`config.mk`:
```
export PLATFORM = sky130hd
export DESIGN_NAME = delta_list_timer_queue
export DESIGN_NICKNAME = d
export VERILOG_FILES = /design/src/sv/dltq_pkg.sv /design/src/sv/dltq_datapath.sv /design/src/sv/dltq_control.sv /design/src/sv/delta_list_timer_queue.sv
export SDC_FILE = /design/constraint.sdc
export NUM_CORES = 2
export LEC_CHECK = 0
export BUFFER_PORTS_ARGS = -buffer_cell sky130_fd_sc_hd__buf_2
export CAP_MARGIN = 20
export CORE_UTILIZATION = 58
export DETAILED_ROUTE_END_ITERATION = 6
export PLACE_DENSITY = 0.83
export SYNTH_ARGS = -nofsm -noshare
export SYNTH_HDL_FRONTEND = slang
export SYNTH_SLANG_ARGS = --single-unit
```
`constraint.sdc`:
```
create_clock -name clock -period 21 [get_ports clock]
set_clock_uncertainty 0.05 [all_clocks]
set_input_delay 5.25 -clock clock [delete_from_list [all_inputs] [get_ports clock]]
set_output_delay 5.25 -clock clock [all_outputs]
set_load 0.01 [all_outputs]
```
`src/sv/dltq_pkg.sv`:
```
// ----------------------------------------------------------------------------
// dltq_pkg: shared types and codes for the delta list timer queue
// Commands, status codes and the controller/datapath command struct.
// ----------------------------------------------------------------------------
`default_nettype none
package dltq_pkg;
   localparam logic [1:0] CMD_ADD  = 2'd0;
   localparam logic [1:0] CMD_DEL  = 2'd1;
   localparam logic [1:0] CMD_TICK = 2'd2;

   localparam logic [2:0] ST_DONE     = 3'd0;
   localparam logic [2:0] ST_EXPIRED  = 3'd1;
   localparam logic [2:0] ST_NONE     = 3'd2;
   localparam logic [2:0] ST_BAD_ADD  = 3'd3;
   localparam logic [2:0] ST_IDLE_DEL = 3'd4;

   // Datapath operations issued by the controller.
   localparam logic [3:0] OP_NOP       = 4'd0;
   localparam logic [3:0] OP_LOAD      = 4'd1;  // capture request, cur := head
   localparam logic [3:0] OP_ADD_STEP  = 4'd2;  // one walk step of an add
   localparam logic [3:0] OP_ADD_LINK  = 4'd3;  // write the new node in
   localparam logic [3:0] OP_UNL_START = 4'd4;  // fold delta into successor
   localparam logic [3:0] OP_UNL_STEP  = 4'd5;  // search for predecessor
   localparam logic [3:0] OP_UNL_FIN   = 4'd6;  // relink predecessor
   localparam logic [3:0] OP_TICK_DEC  = 4'd7;  // decrement the head
   localparam logic [3:0] OP_TICK_HEAD = 4'd8;  // target := head for unlink

   typedef struct packed {
      logic [3:0] op;
   } ctl_type;

   typedef struct packed {
      logic       add_bad;    // captured add is illegal
      logic       del_idle;   // captured delete targets an idle slot
      logic       walk_done;  // add walk or predecessor search has ended
      logic       head_zero;  // list nonempty and head delta is zero
   } sts_type;
endpackage
`default_nettype wire

```
`src/sv/dltq_datapath.sv`:
```
// ----------------------------------------------------------------------------
// dltq_datapath: list storage and walk registers
// Holds the delta list and performs one list step per controller operation.
// ----------------------------------------------------------------------------
`default_nettype none
module dltq_datapath #(
   parameter int NUM_TIMERS = 16
) (
   input  wire logic              clock,
   input  wire logic              reset,
   input  wire logic [3:0]        id,
   input  wire logic [31:0]       expiry,
   input  dltq_pkg::ctl_type      ctl,
   output dltq_pkg::sts_type      sts,
   output logic [3:0]             target_id
);
   import dltq_pkg::*;
   localparam int SW = (NUM_TIMERS > 16) ? $clog2(NUM_TIMERS) : 4;
   localparam int IW = $clog2(NUM_TIMERS);
   // Slot count held one bit wider so that a full power of two fits.
   localparam logic [SW:0] SLOT_LIMIT = (SW+1)'(NUM_TIMERS);

   logic [31:0]   delta_ff [NUM_TIMERS];
   logic [SW-1:0] next_ff  [NUM_TIMERS];
   logic          hasn_ff  [NUM_TIMERS];
   logic [NUM_TIMERS-1:0] queued_ff;
   logic [SW-1:0] head_ff;
   logic          nonempty_ff;

   logic [SW-1:0] id_ff, cur_ff, prev_ff, succ_ff;
   logic [31:0]   exp_ff;
   logic          have_cur_ff, have_prev_ff, have_succ_ff, done_ff, found_ff;

   logic          slot_ok;
   logic [31:0]   cur_delta;
   logic          cur_link;
   logic [SW-1:0] cur_next;

   assign slot_ok   = {1'b0, id_ff} < SLOT_LIMIT;
   assign cur_delta = delta_ff[cur_ff[IW-1:0]];
   assign cur_link  = hasn_ff[cur_ff[IW-1:0]];
   assign cur_next  = next_ff[cur_ff[IW-1:0]];

   assign sts.add_bad   = !slot_ok || exp_ff == 32'd0 || queued_ff[id_ff[IW-1:0]];
   assign sts.del_idle  = !slot_ok || !queued_ff[id_ff[IW-1:0]];
   assign sts.walk_done = done_ff;
   assign sts.head_zero = nonempty_ff && delta_ff[head_ff[IW-1:0]] == 32'd0;
   assign target_id     = id_ff[3:0];

   always_ff @(posedge clock) begin
      if (reset) begin
         queued_ff   <= '0;
         head_ff     <= '0;
         nonempty_ff <= 1'b0;
      end else begin
         case (ctl.op)
            OP_LOAD: begin
               id_ff       <= SW'(id);
               exp_ff      <= expiry;
               cur_ff      <= head_ff;
               have_cur_ff <= nonempty_ff;
               have_prev_ff <= 1'b0;
               done_ff     <= !nonempty_ff;
            end
            OP_ADD_STEP: begin
               if (!have_cur_ff) begin
                  done_ff <= 1'b1;
               end else if (exp_ff < cur_delta) begin
                  delta_ff[cur_ff[IW-1:0]] <= cur_delta - exp_ff;
                  done_ff <= 1'b1;
               end else begin
                  exp_ff       <= exp_ff - cur_delta;
                  prev_ff      <= cur_ff;
                  have_prev_ff <= 1'b1;
                  have_cur_ff  <= cur_link;
                  cur_ff       <= cur_next;
                  done_ff      <= !cur_link;
               end
            end
            OP_ADD_LINK: begin
               delta_ff[id_ff[IW-1:0]] <= exp_ff;
               hasn_ff[id_ff[IW-1:0]]  <= have_cur_ff;
               next_ff[id_ff[IW-1:0]]  <= cur_ff;
               if (have_prev_ff) begin
                  hasn_ff[prev_ff[IW-1:0]] <= 1'b1;
                  next_ff[prev_ff[IW-1:0]] <= id_ff;
               end else begin
                  head_ff     <= id_ff;
                  nonempty_ff <= 1'b1;
               end
               queued_ff[id_ff[IW-1:0]] <= 1'b1;
            end
            OP_TICK_DEC: begin
               if (nonempty_ff && delta_ff[head_ff[IW-1:0]] != 32'd0)
                  delta_ff[head_ff[IW-1:0]] <= delta_ff[head_ff[IW-1:0]] - 32'd1;
            end
            OP_TICK_HEAD: begin
               id_ff <= head_ff;
            end
            OP_UNL_START: begin
               have_succ_ff <= hasn_ff[id_ff[IW-1:0]];
               succ_ff      <= next_ff[id_ff[IW-1:0]];
               found_ff     <= 1'b0;
               if (hasn_ff[id_ff[IW-1:0]])
                  delta_ff[next_ff[id_ff[IW-1:0]][IW-1:0]] <=
                     delta_ff[next_ff[id_ff[IW-1:0]][IW-1:0]] + delta_ff[id_ff[IW-1:0]];
               cur_ff  <= head_ff;
               done_ff <= 1'b0;
               if (nonempty_ff && head_ff == id_ff) begin
                  head_ff     <= next_ff[id_ff[IW-1:0]];
                  nonempty_ff <= hasn_ff[id_ff[IW-1:0]];
                  done_ff     <= 1'b1;
               end else if (!nonempty_ff) begin
                  done_ff <= 1'b1;
               end
            end
            OP_UNL_STEP: begin
               prev_ff <= cur_ff;
               if (!cur_link) begin
                  done_ff <= 1'b1;
               end else begin
                  cur_ff <= cur_next;
                  if (cur_next == id_ff) begin
                     found_ff <= 1'b1;
                     done_ff  <= 1'b1;
                  end
               end
            end
            OP_UNL_FIN: begin
               if (found_ff) begin
                  hasn_ff[prev_ff[IW-1:0]] <= have_succ_ff;
                  next_ff[prev_ff[IW-1:0]] <= succ_ff;
               end
               hasn_ff[id_ff[IW-1:0]]   <= 1'b0;
               queued_ff[id_ff[IW-1:0]] <= 1'b0;
            end
            default: ;
         endcase
      end
   end

   // The head is always a queued slot while the list is nonempty.
   a_head_queued: assert property (@(posedge clock) disable iff (reset)
      nonempty_ff |-> queued_ff[head_ff[IW-1:0]])
      else $error("head slot not queued");
   // An empty list holds at most the slot that is still being unlinked.
   a_empty: assert property (@(posedge clock) disable iff (reset)
      !nonempty_ff |-> $countones(queued_ff) <= 1)
      else $error("queued slot with empty list");
   // Linking a new node always leaves the list nonempty.
   a_link: assert property (@(posedge clock) disable iff (reset)
      ctl.op == OP_ADD_LINK |=> nonempty_ff)
      else $error("list empty after add");
endmodule
`default_nettype wire

```
`src/sv/dltq_control.sv`:
```
// ----------------------------------------------------------------------------
// dltq_control: sequencer for the delta list timer queue
// Accepts one item, steps the datapath and produces the result items.
// ----------------------------------------------------------------------------
`default_nettype none
module dltq_control (
   input  wire logic          clock,
   input  wire logic          reset,
   input  wire logic          in_valid,
   output logic               in_ready,
   input  wire logic [1:0]    in_cmd,
   output dltq_pkg::ctl_type  ctl,
   input  dltq_pkg::sts_type  sts,
   input  wire logic [3:0]    target_id,
   output logic               out_valid,
   input  wire logic          out_ready,
   output logic [2:0]         out_status,
   output logic [3:0]         out_id,
   output logic               out_last
);
   import dltq_pkg::*;

   localparam logic [3:0] S_IDLE   = 4'd0;
   localparam logic [3:0] S_DECODE = 4'd1;
   localparam logic [3:0] S_ADD    = 4'd2;
   localparam logic [3:0] S_LINK   = 4'd3;
   localparam logic [3:0] S_ULST   = 4'd4;
   localparam logic [3:0] S_ULWALK = 4'd5;
   localparam logic [3:0] S_ULFIN  = 4'd6;
   localparam logic [3:0] S_TCHK   = 4'd7;
   localparam logic [3:0] S_OUT    = 4'd8;
   localparam logic [3:0] S_TDEC   = 4'd9;

   logic [3:0] state_ff, state_in;
   logic [1:0] cmd_ff, cmd_in;
   logic       tick_ff, tick_in;     // unlink belongs to a tick
   logic       any_ff, any_in;       // tick has expired a timer
   logic       pend_ff, pend_in;     // expired result waiting for its last flag
   logic [3:0] pid_ff, pid_in;
   logic [2:0] rs_ff, rs_in;         // status of the single result still to send
   logic       ov_ff, ov_in;
   logic [2:0] os_ff, os_in;
   logic [3:0] oi_ff, oi_in;
   logic       ol_ff, ol_in;

   logic       free;
   assign free       = !ov_ff || out_ready;
   assign out_valid  = ov_ff;
   assign out_status = os_ff;
   assign out_id     = oi_ff;
   assign out_last   = ol_ff;
   assign in_ready   = state_ff == S_IDLE;

   always_comb begin
      state_in = state_ff; cmd_in = cmd_ff; tick_in = tick_ff; any_in = any_ff;
      pend_in = pend_ff; pid_in = pid_ff; rs_in = rs_ff;
      ov_in = ov_ff && !out_ready; os_in = os_ff; oi_in = oi_ff; ol_in = ol_ff;
      ctl.op = OP_NOP;
      case (state_ff)
         S_IDLE: begin
            if (in_valid) begin
               ctl.op = OP_LOAD; cmd_in = in_cmd; state_in = S_DECODE;
            end
         end
         S_DECODE: begin
            if (cmd_ff == CMD_ADD) begin
               if (sts.add_bad) begin
                  rs_in = ST_BAD_ADD; state_in = S_OUT;
               end else begin
                  state_in = S_ADD;
               end
            end else if (cmd_ff == CMD_DEL) begin
               if (sts.del_idle) begin
                  rs_in = ST_IDLE_DEL; state_in = S_OUT;
               end else begin
                  tick_in = 1'b0; state_in = S_ULST;
               end
            end else if (cmd_ff == CMD_TICK) begin
               any_in = 1'b0; pend_in = 1'b0; state_in = S_TDEC;
            end else begin
               rs_in = ST_DONE; state_in = S_OUT;
            end
         end
         S_ADD: begin
            if (sts.walk_done) begin
               state_in = S_LINK;
            end else begin
               ctl.op = OP_ADD_STEP;
            end
         end
         S_LINK: begin
            ctl.op = OP_ADD_LINK; rs_in = ST_DONE; state_in = S_OUT;
         end
         S_TDEC: begin
            ctl.op = OP_TICK_DEC; state_in = S_TCHK;
         end
         S_TCHK: begin
            if (sts.head_zero) begin
               if (!pend_ff || free) begin
                  if (pend_ff) begin
                     ov_in = 1'b1; os_in = ST_EXPIRED; oi_in = pid_ff; ol_in = 1'b0;
                  end
                  ctl.op = OP_TICK_HEAD; tick_in = 1'b1; state_in = S_ULST;
               end
            end else if (free) begin
               ov_in = 1'b1; ol_in = 1'b1;
               os_in = any_ff ? ST_EXPIRED : ST_NONE;
               oi_in = any_ff ? pid_ff : 4'd0;
               state_in = S_IDLE;
            end
         end
         S_ULST: begin
            ctl.op = OP_UNL_START; state_in = S_ULWALK;
         end
         S_ULWALK: begin
            if (sts.walk_done) begin
               state_in = S_ULFIN;
            end else begin
               ctl.op = OP_UNL_STEP;
            end
         end
         S_ULFIN: begin
            ctl.op = OP_UNL_FIN;
            if (tick_ff) begin
               any_in = 1'b1; pend_in = 1'b1; pid_in = target_id; state_in = S_TCHK;
            end else begin
               rs_in = ST_DONE; state_in = S_OUT;
            end
         end
         S_OUT: begin
            if (free) begin
               ov_in = 1'b1; os_in = rs_ff; oi_in = 4'd0; ol_in = 1'b1; state_in = S_IDLE;
            end
         end
         default: state_in = S_IDLE;
      endcase
   end

   always_ff @(posedge clock) begin
      if (reset) begin
         state_ff <= S_IDLE;
         ov_ff    <= 1'b0;
         pend_ff  <= 1'b0;
         any_ff   <= 1'b0;
         tick_ff  <= 1'b0;
      end else begin
         state_ff <= state_in;
         ov_ff    <= ov_in;
         pend_ff  <= pend_in;
         any_ff   <= any_in;
         tick_ff  <= tick_in;
      end
      cmd_ff <= cmd_in;
      pid_ff <= pid_in;
      rs_ff  <= rs_in;
      os_ff  <= os_in;
      oi_ff  <= oi_in;
      ol_ff  <= ol_in;
   end

   // A stalled result holds its payload.
   a_hold: assert property (@(posedge clock) disable iff (reset)
      ov_ff && !out_ready |=> ov_ff && $stable(os_ff) && $stable(oi_ff))
      else $error("result changed while stalled");
   // Items are only taken while no work is in progress.
   a_accept: assert property (@(posedge clock) disable iff (reset)
      in_valid && in_ready |=> state_ff == S_DECODE)
      else $error("accept did not start decode");
   // A tick result without expiry always carries id zero.
   a_none: assert property (@(posedge clock) disable iff (reset)
      ov_ff && os_ff == ST_NONE |-> oi_ff == 4'd0 && ol_ff)
      else $error("bad no-expiry result");
endmodule
`default_nettype wire

```
`src/sv/delta_list_timer_queue.sv`:
```
// ----------------------------------------------------------------------------
// delta_list_timer_queue: timer slots kept as an ordered delta list
//
// The req_ channel takes one command item (add, delete, tick). The rsp_
// channel returns one item per command, or one per expired timer on a tick,
// with rsp_tlast on the final one. An add walks the list one entry per
// cycle; a delete walks to the predecessor in the same way. A tick
// decrements the head, then does one unlink walk per expired timer. One
// item is in work at a time: req_tready is high only while the sequencer
// is idle. The result sits in an output register; while the receiver
// stalls the sequencer waits on it.
// Reset clears the queued flags and the head; link and delta storage hold
// nothing useful until written and need no clearing pass.
// ----------------------------------------------------------------------------
`default_nettype none
module delta_list_timer_queue #(
   parameter int NUM_TIMERS = 16
) (
   input  wire logic        clock,
   input  wire logic        reset,
   input  wire logic        req_tvalid,
   output logic             req_tready,
   input  wire logic [39:0] req_tdata,   // timer_id[3:0], new_expiry[35:4], pad
   input  wire logic [1:0]  req_tuser,   // command[1:0]
   output logic             rsp_tvalid,
   input  wire logic        rsp_tready,
   output logic [7:0]       rsp_tdata,   // status[2:0], expired_id[6:3], pad
   output logic             rsp_tlast
);
   import dltq_pkg::*;

   ctl_type    ctl;
   sts_type    sts;
   logic [3:0] target_id;
   logic [2:0] status;
   logic [3:0] expired_id;

   dltq_datapath #(.NUM_TIMERS(NUM_TIMERS)) u_dp (
      .clock(clock), .reset(reset), .id(req_tdata[3:0]), .expiry(req_tdata[35:4]),
      .ctl(ctl), .sts(sts), .target_id(target_id)
   );

   dltq_control u_ctl (
      .clock(clock), .reset(reset), .in_valid(req_tvalid), .in_ready(req_tready),
      .in_cmd(req_tuser), .ctl(ctl), .sts(sts), .target_id(target_id),
      .out_valid(rsp_tvalid), .out_ready(rsp_tready), .out_status(status),
      .out_id(expired_id), .out_last(rsp_tlast)
   );

   assign rsp_tdata = {1'b0, expired_id, status};
endmodule
`default_nettype wire
```
==> flow_summary_export.csv <==
group,metric,value,unit
outcome,status,"finished with violations",
outcome,violations,"design-rule violations",
finish,diodes,0,
clocking,clk_pin_slew,60,ps
placement,place.gp.congestion,0.970,
sta,period_needed,9700,ps
finish,final_layout_size_suffix_gt1_share,21.9,%
drt,vias,38800,
min_path,hp-class,"flip-flop to flip-flop",
grt,use_met1,44.6,%
placement,post-place-cells,4851,
drt,drt-initial-drc-count,6723,
clocking,clk_latency,660,ps
clocking,cts-root-buf,"clkbuf_16",
synthesis,avgSynthCellArea,12.2,um2
synthesis,ys.warnings.count,0,
placement,dp_slack,11370,ps
finish,synthToLayoutAreaGrowth,7.48,%
finish,nets,4012,
grt,overflow,0,
synthesis,synth_edf_count,661,
synthesis,yosys.area.top_type,"edfxtp_1",
clocking,cts_tree,"done",
synthesis,ys_seq_area_share,42.4,%
critical_path,worstSetupStartpointType,"flip-flop",
floorplan,ios,57,
drt,drc,5,
floorplan,coreArea,0.0826,mm2
floorplan,die-area,0.0852,mm2
synthesis,syn_inst,3987,
run,cap_violations,0,
grt,grt_pass1_wl,228000,um
grt,grt_max_degree,200,
critical_path,crit_path_end_kind,"flip-flop",
grt,grt_util_met3,13.8,%
drt,wl_per_cell,30.4,um
critical_path,critPathMaxFanout,160,
sta,setup_violations,0,
critical_path,path_class,"flip-flop to flip-flop",
grt,grt_pass1_vias,37900,
synthesis,synth_ff_type,"edfxtp_1",
clocking,cts_resized,0,
clocking,cts_buffers,76,
synthesis,yosysUniqueCellTypes,84,
sta,fmax,0.103,GHz
synthesis,syn-num-nets,4132,
critical_path,cp.required,21340,ps
finish,instances_no_fill,4998,
placement,hpwl,91500,um
synthesis,syn-cell-area,0.0487,mm2
sta,worst_pin_slew,1150,ps
drt,ant_nets,0,
grt,gr-usage-all-layers,35.3,%
finish,nFillCells,5770,
floorplan,fp-row-count,105,
sta,setup-tns-final,0,ps
sta,timing.hold.ws,429,ps
sta,rsz0062_at_grt,"false",
floorplan,chipHeight,292,um
sta,period_share,46.2,%
sta,slew_headroom,23.3,%
sta,drv_slew,0,
critical_path,arrival,10040,ps
finish,multi_input_area,0.0264,mm2
sta,hold_violations,0,
clocking,clockBufferDepth,3,
synthesis,synth-seq-cells,701,
clocking,cts_setup_buffers,0,
pwr,power,6570,uW
drt,drt-vias-per-instance,7.76,
pwr,p_leak,0.0172,uW
finish,ff_latch_area,0.0207,mm2
placement,portBuffers,51,
floorplan,start_util,59.0,%
synthesis,async_flop_share,0,%
synthesis,yosys-top-cells-area,"edfxtp_1, mux4_2, nand2_1",
drt,drt_wl_total,152000,um
synthesis,synth_top_area_share,40.7,%
pwr,power_density,126,mW/mm2
grt,met2_usage,52.5,%
clocking,cts.sinks,701,
pwr,peakVddDrop,0.0840,mV
sta,fin_ws,11300,ps
clocking,cts_hold_buf,0,
drt,drtPass1Iterations,7,
grt,antenna_found_initial,5,
grt,top_usage_layer,"met2",
floorplan,die_w,292,um
clocking,htreeDepth,3,
min_path,min_from,"u_ctl.tick_ff",
## metal layers
| layer | share of wire, % | routed length [um] | up-vias |
|---|---|---|---|
| met5 | 0.056 | 85 | - |
| met3 | 18 | 27100 | 796 |
| li1 | - | - | 15700 |
| met2 | 44 | 67000 | 3771 |
| met1 | 32 | 48600 | 18500 |
| met4 | 6.1 | 9250 | 12 |
## flip-flops by register name, summed over array words and instances, names as in the netlist, 2 cells and up, named ones only
signal            flops
u_dp.delta_ff       512
u_dp.next_ff         64
u_dp.exp_ff          32
u_dp.hasn_ff         16
u_ctl.out_id          4
u_ctl.pid_ff          4
u_ctl.state_ff        4
u_dp.cur_ff           4
u_dp.head_ff          4
u_dp.prev_ff          4
u_dp.succ_ff          4
u_dp.target_id        4
u_ctl.out_status      3
u_ctl.cmd_ff          2
u_ctl.rs_ff           2
## worst paths after layout
path	to	cells past startpoint	slack [ps]
worst max-delay path	u_dp.delta_ff[13][24]	25	11300
worst min register to register	u_ctl.tick_ff	2	430
worst max register to register	u_dp.delta_ff[13][24]	25	11300
worst min-delay path	u_ctl.tick_ff	2	430
## cell usage in the layout, fill, tap and decap left out, types with 12 or more instances in the layout
cell type	netlist	routed
edfxtp_1	661	661
xor2_1	55	55
inv_1	96	96
buf_4	5	88
clkbuf_16	0	76
o22ai_1	22	22
mux2i_1	48	48
o21a_1	26	25
and2_1	132	132
a211oi_1	196	196
dfxtp_1	40	28
a31oi_1	73	73
xnor2_1	62	62
o211ai_1	32	32
a21oi_1	228	227
nand3_1	35	35
o31ai_1	17	17
nor4_1	21	21
clkbuf_1	256	18
nand2_1	418	417
buf_2	31	51
nand2b_1	29	29
o21ai_0	165	165
mux2_2	17	17
nand4_1	16	16
nor2b_1	27	27
mux4_2	526	525
or3_1	18	17
clkinv_1	2	14
nor2_1	217	212
a311oi_1	63	63
ha_1	96	96
a21o_1	50	50
nor3_1	70	66
o21bai_1	12	12
## power breakdown
| part | internal, uW | switching [uW] |
|---|---|---|
| Sequential | 1960 | 77.7 |
| Combinational | 1150 | 2010 |
| Clock | 779 | 601 |
| Total | 3890 | 2680 |
## final cells by class
class	instances	share of cell area [%]
sequential	701	39.5
clock inverter	44	1.03
clock buffer	95	3.79
inverter	99	0.724
timing repair buffer	142	1.88
multi-input combinational	2847	50.5
tap	1070	2.56
## worst max-delay path: stages (launching register included)
cell	delay (ps)
dfxtp_4	490
buf_4	740
mux4_2	380
mux2i_1	70
nand2_1	120
o21ai_4	70
buf_4	350
inv_8	750
buf_4	970
a211oi_1	190
a311oi_1	390
a211oi_1	90
a21oi_1	150
ha_1	280
inv_1	90
fa_1	460
nor2b_1	180
o31a_1	220
o22ai_1	160
o31ai_1	860
a41oi_1	290
a211oi_1	710
xor2_1	190
o22ai_1	500
a21oi_1	100
buf_4	230
## kinds of logic (layout without fill, tap and decap cells)
group / Yosys count / after routing / share of synthesized area, %
AOI/OAI and AO/OA: 991 / 991 / 13.5
xor gates and xnor gates: 117 / 117 / 2.10
adders and majority gates: 99 / 99 / 2.59
buffers and inverters: 439 / 380 / 3.58
DFF: 701 / 701 / 42.4
muxes: 594 / 594 / 25.8
other: 1 / 1 / 0.00770
and+or+nand+nor: 1045 / 1045 / 10.1
## stage by stage
| step | utilization, % | instance area [um2] |
|---|---|---|
| 2_1_floorplan | - | 48700 |
| 3_3_place_gp | 60.2 | 49800 |
| 3_5_place_dp | 60.2 | 49800 |
| 4_1_cts | 63.3 | 52300 |
| 5_1_grt | 63.4 | 52400 |
| 6_report | 63.4 | 52400 |
## cell usage after synthesis, types with 26 or more instances
library cell	instances
a31oi_1	73
buf_1	43
inv_1	96
buf_2	31
nand3_1	35
a21o_1	50
xnor2_1	62
and2_1	132
nand2b_1	29
nor2b_1	27
nand2_1	418
o21ai_0	165
nor2_1	217
a211oi_1	196
xor2_1	55
clkbuf_1	256
o21a_1	26
a311oi_1	63
edfxtp_1	661
mux2i_1	48
a21oi_1	228
dfxtp_1	40
ha_1	96
o211ai_1	32
nor3_1	70
mux4_2	526
(Power assumes the default switching activity.)
